==> config.mk <==
export PLATFORM = sky130hd
export DESIGN_NAME = gcd_lcm_unit_core
export DESIGN_NICKNAME = d
export VERILOG_FILES = /design/src/hdl/gclu_pkg.sv /design/src/hdl/gcd_lcm_unit_core.sv /design/src/hdl/gclu_alu.sv /design/src/hdl/gclu_engine.sv
export SDC_FILE = /design/constraint.sdc
export NUM_CORES = 1
export LEC_CHECK = 0
export ABC_AREA = 0
export BUFFER_PORTS_ARGS = -buffer_cell sky130_fd_sc_hd__buf_2
export CAP_MARGIN = 5
export CORE_ASPECT_RATIO = 1.1
export CORE_MARGIN = 2
export CORE_UTILIZATION = 45
export DETAILED_ROUTE_END_ITERATION = 7
export PLACE_DENSITY = 0.66
export SLEW_MARGIN = 20
export SYNTH_ARGS = -nofsm -noshare
export SYNTH_HDL_FRONTEND = slang
export SYNTH_SLANG_ARGS = --single-unit
==> constraint.sdc <==
create_clock -name clk -period 9 [get_ports clk]
set_input_delay 1.8 -clock clk [delete_from_list [all_inputs] [get_ports clk]]
set_output_delay 1.8 -clock clk [all_outputs]
set_load 0.005 [all_outputs]
==> src/hdl/gclu_pkg.sv <==
// gclu_pkg: shared types, codes and constants for the GCD/LCM unit.
// Used by gclu_alu, gclu_engine, gcd_lcm_unit_core and gclu_core_checker.
// No dependencies.
package gclu_pkg;

	localparam int DATA_W = 64;
	localparam int RES_W  = DATA_W - 1;
	localparam int CNT_W  = $clog2(DATA_W);
	localparam logic [CNT_W-1:0] CNT_LAST = CNT_W'(DATA_W - 1);

	localparam logic CMD_GCD = 1'b0;
	localparam logic CMD_LCM = 1'b1;

	localparam logic [1:0] STAT_OK     = 2'd0;
	localparam logic [1:0] STAT_NONINT = 2'd1;
	localparam logic [1:0] STAT_OVF    = 2'd2;

	typedef enum logic [2:0] {
		S_IDLE,
		S_TEST,
		S_DIV,
		S_MUL,
		S_DONE
	} state_t;

	typedef struct packed {
		logic              cmd;
		logic [DATA_W-1:0] lhs_val;
		logic              left_integral;
		logic [DATA_W-1:0] rhs_val;
		logic              right_integral;
	} req_t;

	typedef struct packed {
		logic [RES_W-1:0] result;
		logic [1:0]       status;
	} res_t;

endpackage

==> src/hdl/gcd_lcm_unit_core.sv <==
// gcd_lcm_unit_core: top level of the GCD/LCM unit; stream ports and result register.
// Depends on gclu_pkg and gclu_engine.
//
// Input stream (s_axis): one transaction is one request. tdata carries the two
// signed 64-bit operands, tuser the command and the two integer flags.
// Output stream (m_axis): one transaction per request, tdata the 63-bit result,
// tuser the status (0 ok, 1 non-integer operand, 2 overflow; result 0 unless ok).
// A request is registered into the engine; each Euclid remainder step is one
// zero test plus a restoring divide on the shared adder, and one final test
// passes the result on towards the output register. LCM adds a divide by the
// GCD and a shift-add multiply. There are at most 91 remainder steps.
// Non-integer operands and LCM with a zero operand go straight to done.
// s_axis_tready is high only while the engine is idle; the engine frees up as
// soon as its result moves into the output register, so a new request is taken
// while a result still waits on a stalled receiver. A stalled receiver holds the
// output; the engine then holds its finished result until the register frees.
// Reset returns the engine to idle and empties the output register.
module gcd_lcm_unit_core (
	input  logic          clk,
	input  logic          arst_n,
	input  logic          s_axis_tvalid,
	output logic          s_axis_tready,
	input  logic [127:0]  s_axis_tdata,  // lhs_val[63:0], rhs_val[127:64]
	input  logic [2:0]    s_axis_tuser,  // cmd[0], left_integral[1], right_integral[2]
	output logic          m_axis_tvalid,
	input  logic          m_axis_tready,
	output logic [63:0]   m_axis_tdata,  // result[62:0], zero pad[63]
	output logic [1:0]    m_axis_tuser   // status[1:0]
);
	import gclu_pkg::*;

	logic eng_idle, eng_done, eng_ack, start, load;
	req_t req;
	res_t eng_res;
	res_t out_res_q;
	logic out_valid_q;

	assign start = s_axis_tvalid && s_axis_tready;
	assign req   = '{cmd:            s_axis_tuser[0],
	                 lhs_val:        s_axis_tdata[DATA_W-1:0],
	                 left_integral:  s_axis_tuser[1],
	                 rhs_val:        s_axis_tdata[2*DATA_W-1:DATA_W],
	                 right_integral: s_axis_tuser[2]};

	gclu_engine u_engine (
		.clk    (clk),
		.arst_n (arst_n),
		.start  (start),
		.req    (req),
		.idle   (eng_idle),
		.done   (eng_done),
		.res    (eng_res),
		.ack    (eng_ack)
	);

	assign load    = eng_done && (!out_valid_q || m_axis_tready);
	assign eng_ack = load;

	always_ff @(posedge clk or negedge arst_n) begin
		if (!arst_n) begin
			out_valid_q <= 1'b0;
		end else if (load) begin
			out_valid_q <= 1'b1;
		end else if (m_axis_tready) begin
			out_valid_q <= 1'b0;
		end
	end

	always_ff @(posedge clk) begin
		if (load) begin
			out_res_q <= eng_res;
		end
	end

	assign s_axis_tready = eng_idle;
	assign m_axis_tvalid = out_valid_q;
	assign m_axis_tdata  = {1'b0, out_res_q.result};
	assign m_axis_tuser  = out_res_q.status;

endmodule

==> src/hdl/gclu_alu.sv <==
// gclu_alu: shared 65-bit adder/subtractor used for every divide and multiply step.
// Depends on gclu_pkg.
module gclu_alu (
	input  logic [gclu_pkg::DATA_W:0] opa,
	input  logic [gclu_pkg::DATA_W:0] opb,
	input  logic                      sub,
	output logic [gclu_pkg::DATA_W:0] sum
);
	import gclu_pkg::*;

	logic [DATA_W:0] opb_x;

	assign opb_x = sub ? ~opb : opb;
	assign sum   = opa + opb_x + {{DATA_W{1'b0}}, sub};

endmodule

==> src/hdl/gclu_engine.sv <==
// gclu_engine: sequencer and datapath registers; Euclid by restoring division,
// then for LCM a quotient and shift-add multiply with sticky overflow, all on one gclu_alu.
// Depends on gclu_pkg and gclu_alu.
module gclu_engine (
	input  logic           clk,
	input  logic           arst_n,
	input  logic           start,
	input  gclu_pkg::req_t req,
	output logic           idle,
	output logic           done,
	output gclu_pkg::res_t res,
	input  logic           ack
);
	import gclu_pkg::*;

	state_t            state_q, state_d;
	logic              is_lcm_q, is_lcm_d;
	logic              quot_q, quot_d;
	logic              ovf_q, ovf_d;
	logic [CNT_W-1:0]  cnt_q, cnt_d;
	logic [DATA_W-1:0] a_q, a_d;
	logic [DATA_W-1:0] b_q, b_d;
	logic [DATA_W-1:0] amag_q, amag_d;
	logic [DATA_W-1:0] bmag_q, bmag_d;
	logic [DATA_W-1:0] quo_q, quo_d;
	logic [RES_W-1:0]  rem_q, rem_d;
	logic [RES_W-1:0]  acc_q, acc_d;
	res_t              res_q, res_d;

	logic [DATA_W:0]   alu_a, alu_b, alu_sum;
	logic              alu_sub;
	logic [DATA_W-1:0] lmag, rmag;

	gclu_alu u_alu (
		.opa (alu_a),
		.opb (alu_b),
		.sub (alu_sub),
		.sum (alu_sum)
	);

	assign lmag = req.lhs_val[DATA_W-1] ? ({DATA_W{1'b0}} - req.lhs_val) : req.lhs_val;
	assign rmag = req.rhs_val[DATA_W-1] ? ({DATA_W{1'b0}} - req.rhs_val) : req.rhs_val;

	always_comb begin
		logic qbit;
		logic ovf_n;
		state_d  = state_q;
		is_lcm_d = is_lcm_q;
		quot_d   = quot_q;
		ovf_d    = ovf_q;
		cnt_d    = cnt_q;
		a_d      = a_q;
		b_d      = b_q;
		amag_d   = amag_q;
		bmag_d   = bmag_q;
		quo_d    = quo_q;
		rem_d    = rem_q;
		acc_d    = acc_q;
		res_d    = res_q;
		alu_a    = {1'b0, rem_q, quo_q[DATA_W-1]};
		alu_b    = {1'b0, b_q};
		alu_sub  = 1'b1;
		qbit     = 1'b0;
		ovf_n    = 1'b0;
		unique case (state_q)
			S_IDLE: begin
				if (start) begin
					a_d      = lmag;
					b_d      = rmag;
					amag_d   = lmag;
					bmag_d   = rmag;
					is_lcm_d = req.cmd;
					quot_d   = 1'b0;
					if (!(req.left_integral && req.right_integral)) begin
						res_d   = '{result: '0, status: STAT_NONINT};
						state_d = S_DONE;
					end else if (req.cmd == CMD_LCM && (lmag == '0 || rmag == '0)) begin
						res_d   = '{result: '0, status: STAT_OK};
						state_d = S_DONE;
					end else begin
						state_d = S_TEST;
					end
				end
			end
			S_TEST: begin
				rem_d = '0;
				cnt_d = '0;
				if (b_q == '0) begin
					if (!is_lcm_q) begin
						if (a_q[DATA_W-1])
							res_d = '{result: '0, status: STAT_OVF};
						else
							res_d = '{result: a_q[RES_W-1:0], status: STAT_OK};
						state_d = S_DONE;
					end else begin
						quo_d   = amag_q;
						b_d     = a_q;
						quot_d  = 1'b1;
						state_d = S_DIV;
					end
				end else begin
					quo_d   = a_q;
					state_d = S_DIV;
				end
			end
			S_DIV: begin
				qbit = !alu_sum[DATA_W];
				if (qbit)
					rem_d = alu_sum[RES_W-1:0];
				else
					rem_d = {rem_q[RES_W-2:0], quo_q[DATA_W-1]};
				quo_d = {quo_q[DATA_W-2:0], qbit};
				cnt_d = cnt_q + 1'b1;
				if (cnt_q == CNT_LAST) begin
					cnt_d = '0;
					if (quot_q) begin
						acc_d   = '0;
						ovf_d   = 1'b0;
						state_d = S_MUL;
					end else begin
						a_d     = b_q;
						b_d     = {1'b0, rem_d};
						state_d = S_TEST;
					end
				end
			end
			S_MUL: begin
				alu_a   = {1'b0, acc_q, 1'b0};
				alu_b   = quo_q[DATA_W-1] ? {1'b0, bmag_q} : '0;
				alu_sub = 1'b0;
				ovf_n   = ovf_q | alu_sum[DATA_W] | alu_sum[DATA_W-1];
				ovf_d   = ovf_n;
				acc_d   = alu_sum[RES_W-1:0];
				quo_d   = {quo_q[DATA_W-2:0], 1'b0};
				cnt_d   = cnt_q + 1'b1;
				if (cnt_q == CNT_LAST) begin
					if (ovf_n)
						res_d = '{result: '0, status: STAT_OVF};
					else
						res_d = '{result: alu_sum[RES_W-1:0], status: STAT_OK};
					state_d = S_DONE;
				end
			end
			S_DONE: begin
				if (ack)
					state_d = S_IDLE;
			end
			default: state_d = S_IDLE;
		endcase
	end

	always_ff @(posedge clk or negedge arst_n) begin
		if (!arst_n) begin
			state_q <= S_IDLE;
		end else begin
			state_q <= state_d;
		end
	end

	always_ff @(posedge clk) begin
		is_lcm_q <= is_lcm_d;
		quot_q   <= quot_d;
		ovf_q    <= ovf_d;
		cnt_q    <= cnt_d;
		a_q      <= a_d;
		b_q      <= b_d;
		amag_q   <= amag_d;
		bmag_q   <= bmag_d;
		quo_q    <= quo_d;
		rem_q    <= rem_d;
		acc_q    <= acc_d;
		res_q    <= res_d;
	end

	assign idle = (state_q == S_IDLE);
	assign done = (state_q == S_DONE);
	assign res  = res_q;

endmodule

==> results.cfg <==
[run_status]
status = finished, final reports clean

[die]
start_util_pct = 45.6
core_um2 = 70700
die-area_um2 = 73900
row_count = 102
die_h_um = 285
ios = 203
fp.dieW_um = 259

[drt]
first_iter_violations = 3689
wl_per_cell_um = 26.7
vias = 26276
dr.pass1.iters = 6
wl_mm = 111
avgViaCountPerCell = 6.29
drc = 0
drtAntennaViolNets = 0

[sta]
finalCritPeriodShare_pct = 74.4
report.final.slew_viol_count = 0
hold_slack_ns = 0.414
tns_ns = 0
max_freq_ghz = 0.149
slew_headroom_pct = 14.3
finClkSkew_ns = 0.0286
tightest_slew_ns = 1.27
rsz0062_at_grt = false
setup_viol = 0
min_period_ns = 6.69
final_hold_viol_count = 0

[clock_tree]
clkTransAtPathRegs_ns = 0.07
cts-resized-gates = 0
postCtsSetupRepairBufs = 0
cts.htree.levels = 2
cts_buffers = 59
cts_hold_buf = 0
cts_tree = yes
root_buffer = clkbuf_16
cts.sink_count = 589
clk_latency_ns = 0.64
clk_path_buf_depth = 3

[layout]
num-nets-final = 3390
drive_above_1_share_pct = 12.4
synthToLayoutAreaGrowth_pct = 12.4
fin_area_um2 = 36300

[synthesis]
synth_simple_gate_area_share_pct = 16.7
synth_fa_ha_area_share_pct = 2.66
synthFlopType = edfxtp_1
ys_ff_latch = 589
synthArstFlopShare_pct = 0.679
synth-edff-count = 585
synth.distinct_cells = 82
yosysSeqAreaShare_pct = 54.7
yosysWarningCount = 0
synthCells = 3072
synth.area.mux_share_pct = 3.08
synth_xor_area_share_pct = 5.10
syn_area_um2 = 32300
mappedNetlistNets = 3275
synth-compound-area-share_pct = 14.8
synth_top_family_by_area = simple AND/OR/NAND/NOR gates
avgSynthCellArea_um2 = 10.5

[placed_design]
numPortBuffers = 201
gp_congestion = 0.978
hpwl_mm = 82.0
dpl_cell_area_um2 = 34200

[setup_path]
required_ns = 9.35
r2r_setup_slack_ns = 2.31
cp_max_fo = 61
reg2reg_depth = 15
startpoint_type = flip-flop
cp.arrival_ns = 7.04
critPathKind = flip-flop to flip-flop
cp-end-kind = flip-flop
rr_endpoint = u_engine.res[58]
rr_startpoint = u_engine.state_q[2]

[min_path]
hold_path.startpoint = u_engine.res[54]
min-delay-path-class = flip-flop to flip-flop
hold_depth = 0
holdPathEnd = m_axis_tdata[52]

[global_routing]
grt_pass1_vias = 24695
grt_pass1_wl_mm = 163
grt_max_degree = 105
track_usage_pct = 29.5
grt_overflow = 0
antenna_found_initial = 19

[pwr]
power.density_nw_per_um2 = 340
ir_drop_mv = 0.254
power.leakage_nw = 12.9
pwr-share-comb_pct = 39.2
p_sw_mw = 5.07
seq_power_share_pct = 39.3
switching_share_pct = 41.1
pwr-share-clk_pct = 21.6
power.total_mw = 12.3
intPower_mw = 7.26

[run]
maxCapViolations = 0
-- metal layers --
metal  GRT usage, %  up-vias  wire length [um]
li1               -    11671                 -
met2           44.2     1476             48300
met5              0        -               169
met1           42.6    12896             46500
met3           6.50      207             12800
met4           9.51       26              3680
-- synthesized netlist by cell type, drive strengths merged (7+ instances only) --
cell    instances  share of area (%)
o21ai         249                3.9
xnor2         136                3.7
edfxtp        585                 54
o211ai          7               0.16
nand3          90                1.4
ha             67                2.6
o41ai          19               0.54
mux2i          78                2.4
a221o          44                1.4
a31oi          15               0.29
buf            20               0.28
or3            29               0.58
or2            13               0.25
nor2          238                2.8
nor3           58               0.97
a22oi          17               0.40
xor2           52                1.4
clkbuf        169                2.0
and2           55                1.1
and3           13               0.25
nor2b          18               0.35
a21oi         166                2.6
a21o           37               0.86
nand2         474                5.5
o31ai          40               0.93
a211oi         10               0.23
a32oi           9               0.24
o21bai         12               0.28
mux2           19               0.66
nand4          38               0.78
or4            30               0.73
nor4           45               0.92
o21a            9               0.21
nand2b         21               0.41
a22o           56                1.5
inv            52               0.60
-- layout by cell type, fill, tap and decap left out, types with 15 or more instances in the layout --
cell       Yosys  routed
a21o_1        37      37
a21oi_1      166     165
a221o_1       44      44
a22o_1        56      56
a22oi_1       17      17
a31oi_1       15      15
and2_1        55      54
buf_2          4     201
buf_4          1      38
clkbuf_16      0      61
edfxtp_1     585     585
ha_1          67      67
inv_1         52      50
mux2_2        19      19
mux2i_1       78      78
nand2_1      474     472
nand2b_1      21      21
nand3_1       90      90
nand4_1       37      37
nor2_1       238     234
nor2b_1       18      18
nor3_1        56      55
nor4_1        44      42
o21ai_0      249     249
o31ai_1       40      40
o41ai_1       18      18
or3_1         28      28
or4_1         27      27
xnor2_1      136     134
xor2_1        52      52
-- flip-flops by register name, summed over array words and instances, names as in the netlist --
name               count
m_axis_tdata          63
m_axis_tuser           2
m_axis_tvalid          1
u_engine.a_q          64
u_engine.acc_q        63
u_engine.amag_q       64
u_engine.b_q          64
u_engine.bmag_q       64
u_engine.cnt_q         6
u_engine.is_lcm_q      1
u_engine.ovf_q         1
u_engine.quo_q        64
u_engine.quot_q        1
u_engine.rem_q        63
u_engine.res          65
u_engine.state_q       3
-- critical path, cell delays in order, from the launching register on --
cell and delay [ns]:
dfrtp_1 0.57, and3b_4 0.92, buf_4 0.53, o21ai_0 0.21, ha_1 0.40, nand2_1 0.08
nor2_1 0.04, nand2_1 0.09, a41oi_1 0.32, o21ba_2 0.35, nor3b_1 0.76, nor3_1 0.19
o31ai_1 0.42, xnor2_1 0.20, or4_1 0.72, o21ai_0 0.55
-- logic make-up (layout without fill, tap and decap cells) --
| group | after synthesis | count (layout) |
|---|---|---|
| and+or+nand+nor | 1149 | 1149 |
| AOI/OAI and AO/OA | 739 | 739 |
| DFF | 589 | 589 |
| buffers and inverters | 241 | 402 |
| xor gates and xnor gates | 188 | 188 |
| muxes | 97 | 97 |
| adders and majority gates | 68 | 68 |
| other | 1 | 7 |
-- cell type report --
class / count / area, um2
fillers: 6376 / 34400
inverters: 52 / 195
repair buffers: 243 / 1370
multi-input cells: 2242 / 13800
clock buffers: 72 / 1570
flip-flops and latches: 589 / 17700
clock inverters: 35 / 488
diodes: 6 / 15.0
well taps: 936 / 1170
-- per-stage QoR --
| stage | setup slack, ns | std cells | util [%] |
|---|---|---|---|
| floorplan | 0.169 | 3072 | - |
| global placement | 1.82 | 4062 | 48.4 |
| detailed placement | 1.83 | 4062 | 48.4 |
| CTS | 2.49 | 4169 | 51.3 |
| global route | 2.00 | 4171 | 51.3 |
| finish | 2.31 | 4175 | 51.3 |
-- power by group through the flow --
stage	registers [mW]	clock network, mW	logic [mW]
3_3_place_gp	4.82	0	4.65
4_1_cts	4.79	2.70	4.74
3_5_place_dp	4.84	0	4.71
6_report	4.84	2.66	4.83
5_1_grt	4.88	2.79	5.23
2_1_floorplan	4.54	0	3.23
-- worst max-delay path by stage --
stage | start | end | slack [ns] | cells after the start
2_1_floorplan | s_axis_tdata[84] | u_engine.res[0] | 0.17 | 12
3_3_place_gp | s_axis_tdata[3] | u_engine.res[50] | 1.82 | 14
3_5_place_dp | s_axis_tdata[3] | u_engine.res[55] | 1.83 | 13
4_1_cts | s_axis_tdata[3] | u_engine.res[51] | 2.49 | 13
5_1_grt | u_engine.state_q[2] | u_engine.b_q[49] | 2.00 | 17
6_report | u_engine.state_q[2] | u_engine.res[58] | 2.31 | 15
(Power assumes the default switching activity.)
